### config.mk
export PLATFORM = sky130hd
export DESIGN_NAME = uart_register_block_rx_fifo
export DESIGN_NICKNAME = d
export VERILOG_FILES = /design/src/design/uartrx_pkg.sv /design/src/design/uartrx_fifo.sv /design/src/design/uartrx_ctrl.sv /design/src/design/uart_register_block_rx_fifo.sv
export SDC_FILE = /design/constraint.sdc
export NUM_CORES = 1
export LEC_CHECK = 0
export ABC_AREA = 1
export BUFFER_PORTS_ARGS = -buffer_cell sky130_fd_sc_hd__buf_2
export CAP_MARGIN = 20
export CORE_UTILIZATION = 52
export CTS_CLUSTER_SIZE = 25
export DETAILED_ROUTE_END_ITERATION = 16
export HOLD_SLACK_MARGIN = 0.05
export PLACE_DENSITY = 0.81
export SYNTH_ARGS = -nofsm -noshare
export SYNTH_HDL_FRONTEND = slang
export SYNTH_SLANG_ARGS = --single-unit
### constraint.sdc
create_clock -name clk_i -period 7.6 [get_ports clk_i]
set_input_delay 1.14 -clock clk_i [delete_from_list [all_inputs] [get_ports clk_i]]
set_output_delay 1.14 -clock clk_i [all_outputs]
set_load 0.05 [all_outputs]
### src/design/uartrx_pkg.sv
// Package for the UART register block with receive FIFO.
// Holds item structs, command and register offset codes, and FIFO interface types.
// No dependencies.
package uartrx_pkg;

  localparam int unsigned FifoDepthDef = 16;

  localparam logic [1:0] CMD_READ  = 2'd0;
  localparam logic [1:0] CMD_WRITE = 2'd1;
  localparam logic [1:0] CMD_RX    = 2'd2;

  localparam logic [7:0] OFF_DATA   = 8'h00;
  localparam logic [7:0] OFF_STATUS = 8'h04;
  localparam logic [7:0] OFF_IE     = 8'h08;
  localparam logic [7:0] OFF_IS     = 8'h0C;
  localparam logic [7:0] OFF_LEVEL  = 8'h10;
  localparam logic [7:0] OFF_CTRL   = 8'h14;
  localparam logic [7:0] OFF_CAP    = 8'h18;

  localparam logic [15:0] CAP_VERSION = 16'h0001;

  typedef logic [4:0] cnt_t;

  typedef struct packed {
    logic [1:0]  cmd;
    logic [7:0]  bus_offset;
    logic [3:0]  access_bytes;
    logic [31:0] write_data;
    logic [7:0]  rx_byte;
  } in_item_t;

  typedef struct packed {
    logic [31:0] read_data;
    logic        bus_error;
    logic        tx_valid;
    logic [7:0]  tx_byte;
    logic        rx_accepted;
    logic        irq;
  } out_item_t;

  // FIFO status toward the register decode
  typedef struct packed {
    cnt_t       count;
    logic       full;
    logic [7:0] rd_byte;
  } fifo_stat_t;

  // Push/pop request toward the FIFO
  typedef struct packed {
    logic       push;
    logic       pop;
    logic [7:0] push_byte;
  } fifo_req_t;

endpackage

### src/design/uartrx_fifo.sv
// Receive FIFO: flop storage, head pointer and fill count.
// Depends on uartrx_pkg.
module uartrx_fifo #(
  parameter int unsigned FIFO_DEPTH = uartrx_pkg::FifoDepthDef
) (
  input  logic                   clk_i,
  input  logic                   rst_ni,
  input  uartrx_pkg::fifo_req_t  req_i,
  output uartrx_pkg::fifo_stat_t stat_o
);

  localparam int unsigned PtrW = (FIFO_DEPTH > 1) ? $clog2(FIFO_DEPTH) : 1;
  localparam int unsigned CntW = $clog2(FIFO_DEPTH + 1);

  logic [7:0]      store_q [FIFO_DEPTH];
  logic [PtrW-1:0] head_q, head_d;
  logic [CntW-1:0] count_q, count_d;
  logic [CntW:0]   tail_sum;
  logic [CntW:0]   tail_wrap;
  logic [PtrW-1:0] tail_idx;
  logic            full;

  assign full      = (count_q == CntW'(FIFO_DEPTH));
  assign tail_sum  = (CntW+1)'(head_q) + (CntW+1)'(count_q);
  assign tail_wrap = (tail_sum >= (CntW+1)'(FIFO_DEPTH)) ?
                     (tail_sum - (CntW+1)'(FIFO_DEPTH)) : tail_sum;
  assign tail_idx  = tail_wrap[PtrW-1:0];

  always_comb begin
    head_d  = head_q;
    count_d = count_q;
    if (req_i.pop && (count_q != '0)) begin
      head_d  = (head_q == PtrW'(FIFO_DEPTH - 1)) ? '0 : head_q + PtrW'(1);
      count_d = count_q - CntW'(1);
    end else if (req_i.push && !full) begin
      count_d = count_q + CntW'(1);
    end
  end

  always_ff @(posedge clk_i or negedge rst_ni) begin
    if (!rst_ni) begin
      head_q  <= '0;
      count_q <= '0;
    end else begin
      head_q  <= head_d;
      count_q <= count_d;
    end
  end

  always_ff @(posedge clk_i) begin
    if (req_i.push && !req_i.pop && !full) begin
      store_q[tail_idx] <= req_i.push_byte;
    end
  end

  assign stat_o.count   = uartrx_pkg::cnt_t'(count_q);
  assign stat_o.full    = full;
  assign stat_o.rd_byte = store_q[head_q];

endmodule

### src/design/uartrx_ctrl.sv
// Register decode, interrupt enable and loopback registers, result formation.
// Depends on uartrx_pkg.
module uartrx_ctrl #(
  parameter int unsigned FIFO_DEPTH = uartrx_pkg::FifoDepthDef
) (
  input  logic                   clk_i,
  input  logic                   rst_ni,
  input  logic                   fire_i,
  input  uartrx_pkg::in_item_t   item_i,
  input  uartrx_pkg::fifo_stat_t stat_i,
  output uartrx_pkg::fifo_req_t  req_o,
  output uartrx_pkg::out_item_t  res_o
);

  logic [1:0]  ie_q, ie_d;
  logic        loop_q, loop_d;
  logic [31:0] mask;
  logic [31:0] wval;
  logic [31:0] rval;
  logic [7:0]  dep8;
  logic        rx_avail;
  logic        bad_off;
  logic        push, pop;
  logic [7:0]  push_byte;
  uartrx_pkg::cnt_t cnt_next;

  assign dep8     = 8'(FIFO_DEPTH);
  assign rx_avail = (stat_i.count != '0);
  assign bad_off  = (item_i.bus_offset > uartrx_pkg::OFF_CAP);
  assign wval     = item_i.write_data & mask;

  always_comb begin
    case (item_i.access_bytes)
      4'd0:    mask = 32'h0000_0000;
      4'd1:    mask = 32'h0000_00FF;
      4'd2:    mask = 32'h0000_FFFF;
      4'd3:    mask = 32'h00FF_FFFF;
      default: mask = 32'hFFFF_FFFF;
    endcase
  end

  always_comb begin
    unique case (item_i.bus_offset)
      uartrx_pkg::OFF_DATA:   rval = rx_avail ? {24'd0, stat_i.rd_byte} : 32'd0;
      uartrx_pkg::OFF_STATUS: rval = {28'd0, stat_i.full, rx_avail, 1'b0,
                                      loop_q & stat_i.full};
      uartrx_pkg::OFF_IE:     rval = {30'd0, ie_q};
      uartrx_pkg::OFF_IS:     rval = {30'd0, 1'b1, rx_avail};
      uartrx_pkg::OFF_LEVEL:  rval = {27'd0, stat_i.count};
      uartrx_pkg::OFF_CTRL:   rval = {31'd0, loop_q};
      uartrx_pkg::OFF_CAP:    rval = {uartrx_pkg::CAP_VERSION, dep8, dep8};
      default:                rval = 32'd0;
    endcase
  end

  always_comb begin
    res_o      = '0;
    ie_d       = ie_q;
    loop_d     = loop_q;
    push       = 1'b0;
    pop        = 1'b0;
    push_byte  = item_i.rx_byte;
    unique case (item_i.cmd)
      uartrx_pkg::CMD_READ: begin
        if (bad_off) begin
          res_o.bus_error = 1'b1;
        end else begin
          res_o.read_data = rval & mask;
          pop = (item_i.bus_offset == uartrx_pkg::OFF_DATA) && rx_avail;
        end
      end
      uartrx_pkg::CMD_WRITE: begin
        if (bad_off) begin
          res_o.bus_error = 1'b1;
        end else if (item_i.bus_offset == uartrx_pkg::OFF_DATA) begin
          res_o.tx_valid = 1'b1;
          res_o.tx_byte  = wval[7:0];
          push_byte      = wval[7:0];
          push           = loop_q && !stat_i.full;
        end else if (item_i.bus_offset == uartrx_pkg::OFF_IE) begin
          ie_d = wval[1:0];
        end else if (item_i.bus_offset == uartrx_pkg::OFF_CTRL) begin
          loop_d = wval[0];
        end
      end
      uartrx_pkg::CMD_RX: begin
        push              = !stat_i.full;
        res_o.rx_accepted = !stat_i.full;
      end
      default: ;
    endcase
    cnt_next  = stat_i.count + uartrx_pkg::cnt_t'(push) - uartrx_pkg::cnt_t'(pop);
    res_o.irq = ie_d[0] && (cnt_next != '0);
  end

  assign req_o.push      = fire_i & push;
  assign req_o.pop       = fire_i & pop;
  assign req_o.push_byte = push_byte;

  always_ff @(posedge clk_i or negedge rst_ni) begin
    if (!rst_ni) begin
      ie_q   <= '0;
      loop_q <= 1'b0;
    end else if (fire_i) begin
      ie_q   <= ie_d;
      loop_q <= loop_d;
    end
  end

endmodule

### src/design/uart_register_block_rx_fifo.sv
// Top level of the UART register block with receive FIFO.
// Depends on uartrx_pkg, uartrx_fifo and uartrx_ctrl.
//
// Usage:
//   Input channel (in_valid_i / in_stall_o / in_item_i) carries one item per
//   bus read, bus write or byte arriving from the line. Output channel
//   (out_valid_o / out_stall_i / out_item_o) returns exactly one result item
//   per input item, in order.
//   An item is taken into an input register, decoded and applied to the
//   FIFO and control registers in one pass, and its result lands in the
//   output register, which drives out_valid_o and out_item_o.
//   Throughput is one item per cycle while the receiver does not stall,
//   set by the single decode/FIFO pass.
//   When the receiver stalls, the output register holds its result; the
//   pending input register holds, and in_stall_o rises only once both are
//   occupied. State is never updated for an item until its result can be
//   written, so no result is lost or repeated.
//   Reset empties the FIFO and clears the interrupt enable, loopback flag
//   and both pipeline valid bits; FIFO storage is not cleared and needs no
//   clearing pass.
module uart_register_block_rx_fifo #(
  parameter int unsigned FIFO_DEPTH = uartrx_pkg::FifoDepthDef
) (
  input  logic                  clk_i,
  input  logic                  rst_ni,
  input  logic                  in_valid_i,
  output logic                  in_stall_o,
  input  uartrx_pkg::in_item_t  in_item_i,
  output logic                  out_valid_o,
  input  logic                  out_stall_i,
  output uartrx_pkg::out_item_t out_item_o
);

  logic                   in_valid_q;
  uartrx_pkg::in_item_t   in_item_q;
  logic                   out_valid_q;
  uartrx_pkg::out_item_t  out_item_q;
  uartrx_pkg::out_item_t  res;
  uartrx_pkg::fifo_req_t  req;
  uartrx_pkg::fifo_stat_t stat;
  logic                   advance;
  logic                   fire;

  assign advance    = !out_valid_q || !out_stall_i;
  assign fire       = in_valid_q && advance;
  assign in_stall_o = in_valid_q && !advance;

  uartrx_ctrl #(
    .FIFO_DEPTH(FIFO_DEPTH)
  ) u_ctrl (
    .clk_i  (clk_i),
    .rst_ni (rst_ni),
    .fire_i (fire),
    .item_i (in_item_q),
    .stat_i (stat),
    .req_o  (req),
    .res_o  (res)
  );

  uartrx_fifo #(
    .FIFO_DEPTH(FIFO_DEPTH)
  ) u_fifo (
    .clk_i  (clk_i),
    .rst_ni (rst_ni),
    .req_i  (req),
    .stat_o (stat)
  );

  always_ff @(posedge clk_i or negedge rst_ni) begin
    if (!rst_ni) begin
      in_valid_q  <= 1'b0;
      out_valid_q <= 1'b0;
    end else begin
      if (!in_stall_o) begin
        in_valid_q <= in_valid_i;
      end
      if (advance) begin
        out_valid_q <= in_valid_q;
      end
    end
  end

  always_ff @(posedge clk_i) begin
    if (in_valid_i && !in_stall_o) begin
      in_item_q <= in_item_i;
    end
    if (fire) begin
      out_item_q <= res;
    end
  end

  assign out_valid_o = out_valid_q;
  assign out_item_o  = out_item_q;

endmodule

==> reports/results.txt <==
routed len/inst - 17.0 um
Skew-Pair Late Insertion Delay - 0.43 ns
CTS Buf Count - 17
Clock Skew - 0.0119 ns
#FFs+latches synth - 194
Area Overhead vs Synth - 12.5%
# DRC - 0
Initial Utilization - 0.538
reg2reg setup slack - 4.34 ns
Post-CTS Resized - 0
sequential share of power - 0.488
ys async rst share - 0.0722
Combinational Power Share - 0.187
ant diodes - 0
Final Cycle Share - 0.429
GRT overflow - 0
Max clock buf depth - 2
crit-path max FO - 5
final wirelength - 17.9 mm
Fillers - 1203
Hold Crit Class - reg -> reg
Syn Inst Count - 752
Final nets - 900
Startpoint Class - flip-flop
Internal Power - 1.82 mW
Peak VDD IR - 0.200 mV
Seq/Total Area, Yosys - 0.669
hold depth - 2
Vias - 5831
core area - 16000 um^2
layout cells sized above 1 - 0.157
Critical Path Sink Type - flip-flop
initial antenna violation count - 0
vias per cell - 5.54
Rel. slew slack - 0.334
I/O pin cnt - 104
worst setup path startpoint - u_fifo.count_q[3]
largest net degree at the start of global routing - 72
Fin. Hold Viols - 0
critical path class - reg -> reg
flip-flop and latch area - 5760 um^2
Reg-to-Reg End - out_item_o[0]
Worst Path Required - 7.76 ns
TritonCTS clock tree - done
first-pass GRT wire length - 28.0 mm
Cell Area, Synth - 8610 um^2
post-layout util - 0.605
Total GRT Usage - 0.223
CTS H-tree depth - 4
cts hold-fix bufs - 0
RSZ-0062 raised after global routing - false
Distinct cells, synth - 39
Die X - 131 um
Worst Path Arrival - 3.42 ns
Fin Setup TNS - 0 ns
Sw Ratio - 0.295
Reg2Reg Launch Point - u_fifo.count_q[3]
Multi-input gate area - 2460 um^2
Root Driver - clkbuf_16
Max Cap Viol - 0
Syn Area/Cell - 11.4 um^2
total power - 2.59 mW
Die Span Y - 131 um
pwr dens - 267 nW/um^2
post-CTS setup buffer count - 0
GP Congestion - 0.942
Max Fclk - 307 MHz
ys flop type - edfxtp_1
DP HPWL - 11.5 mm
status - finished clean
Port Buffers - 57
vias in the first global route - 5604
Reg2Reg Depth - 15
CTS clock-pin slew for the worst setup and hold paths - 0.07 ns
switching pwr - 765 uW
Post-DRT Antenna Nets - 0
Setup crit end - out_item_o[0]
synth warn - 0
Clk pwr share - 0.325
Slew Viols, Final - 0
LEAKAGE - 3.80 nW
Tightest Pin Transition - 0.997 ns
Iter 0 DRT Violations - 594
number of synthesized flops with an enable pin - 180
DIE AREA - 17100 um^2
floorplan row count - 46
# clock sinks - 194
TritonRoute pass-1 iters - 5
final setup fails - 0
Period minus WS final - 3.26 ns
[through the flow]
| step | area [um^2] | instances | setup WS, ns | hold slack (ns) |
|---|---|---|---|---|
| finish | 9690 | 1052 | 4.34 | 0.514 |
| global route | 9690 | 1052 | 4.21 | 0.548 |
| CTS | 9610 | 1043 | 4.14 | 0.516 |
| detailed placement | 9040 | 1011 | 3.98 | 0.506 |
| global placement | 9040 | 1010 | 4.03 | 0.476 |
| floorplan | 8690 | 773 | 4.35 | 0.469 |
[synthesized netlist by cell type (2+ instances only)]
library cell	n	area share
a211oi_1	2	0.0017
a21boi_0	2	0.0017
a21o_1	2	0.0017
a21oi_1	32	0.019
a31oi_1	3	0.0022
buf_2	16	0.0093
buf_4	24	0.021
clkbuf_1	6	0.0026
dfrtp_1	14	0.041
edfxtp_1	180	0.63
fa_1	3	0.0070
ha_1	16	0.023
inv_1	46	0.020
inv_2	4	0.0017
nand2_1	162	0.071
nand2_2	7	0.0051
nand3_1	59	0.034
nand4_1	4	0.0029
nand4_2	2	0.0029
nand4_4	2	0.0049
nor2_1	74	0.032
nor2_4	2	0.0026
nor2_8	2	0.0047
nor3_1	12	0.0070
o211ai_1	8	0.0070
o21ai_0	47	0.027
o21ai_1	2	0.0012
xnor2_1	4	0.0041
xor2_1	5	0.0051
[placed cells by master (no fill, tap or decap), types with 3 or more instances in the layout]
cell	count
nor2_1	74
nor3_1	12
clkbuf_16	17
buf_2	62
a31oi_1	3
conb_1	22
buf_4	12
ha_1	16
clkinv_4	3
edfxtp_1	180
o21ai_0	46
xor2_1	5
inv_1	46
xnor2_1	4
nand2_1	162
nand3_1	59
o21ai_1	3
inv_6	4
o211ai_1	8
nand4_1	4
inv_2	4
fa_1	3
nand2_2	7
dfrtp_1	13
a21oi_1	32
[layer usage]
metal	routed length, um	vias up	global-route usage
met5	0	-	0
met4	507	0	0.101
met2	8870	303	0.365
met1	7110	2772	0.290
li1	-	2715	-
met3	1450	41	0.0456
[cell families (layout without fill, tap and decap cells)]
family / count (synthesis) / after routing / synth area share
AOI/OAI and AO/OA: 100 / 100 / 0.0634
and+or+nand+nor: 332 / 332 / 0.173
other: 1 / 22 / 0.000436
DFF: 194 / 194 / 0.669
adders and majority gates: 19 / 19 / 0.0302
buffers and inverters: 97 / 160 / 0.0552
xor gates and xnor gates: 9 / 9 / 0.00915
[registers in the layout, summed over array words and instances, names as in the netlist]
register and count:
u_ctrl.ie_q 2, u_ctrl.loop_q 1, u_fifo.head_q 4, out_item_o 22, in_item_q 30, out_valid_o 1, u_fifo.store_q 128, in_valid_q 1
u_fifo.count_q 5
[worst min-delay path by stage]
stage,startpoint,endpoint,slack (ns)
after floorplan,in_valid_q,out_valid_o,0.47
after global placement,in_valid_q,out_valid_o,0.48
after detailed placement,u_ctrl.ie_q[1],u_ctrl.ie_q[1],0.51
after CTS,in_valid_q,out_valid_o,0.52
after global routing,in_valid_q,out_valid_o,0.55
final,in_valid_q,out_valid_o,0.51
[power groups by stage]
stage / Combinational [mW] / Clock (mW) / Sequential (mW)
4_1_cts: 0.478 / 0.849 / 1.26
3_5_place_dp: 0.473 / 0 / 1.28
2_1_floorplan: 0.328 / 0 / 1.31
6_report: 0.485 / 0.840 / 1.26
3_3_place_gp: 0.456 / 0 / 1.28
5_1_grt: 0.533 / 0.893 / 1.27
[critical path: stages, from the launching register on]
cell and delay [ns]:
dfrtp_1 0.47, inv_1 0.19, ha_1 0.23, nand4_2 0.26, nand3_4 0.23, inv_1 0.06
ha_1 0.28, inv_1 0.04, ha_1 0.20, fa_1 0.41, a21oi_1 0.16, nor2_1 0.05
nor2_1 0.12, xor2_1 0.08, nor3_1 0.15, nor2_1 0.06
[layout make-up]
class / instances / share of cell area
clock buffers: 19 / 0.0447
clock inverters: 13 / 0.0132
inverters: 50 / 0.0194
multi-input cells: 482 / 0.254
flip-flops and latches: 194 / 0.594
well taps: 216 / 0.0279
repair buffers: 78 / 0.0468
No activity file was read; power rests on OpenSTA's default activity.
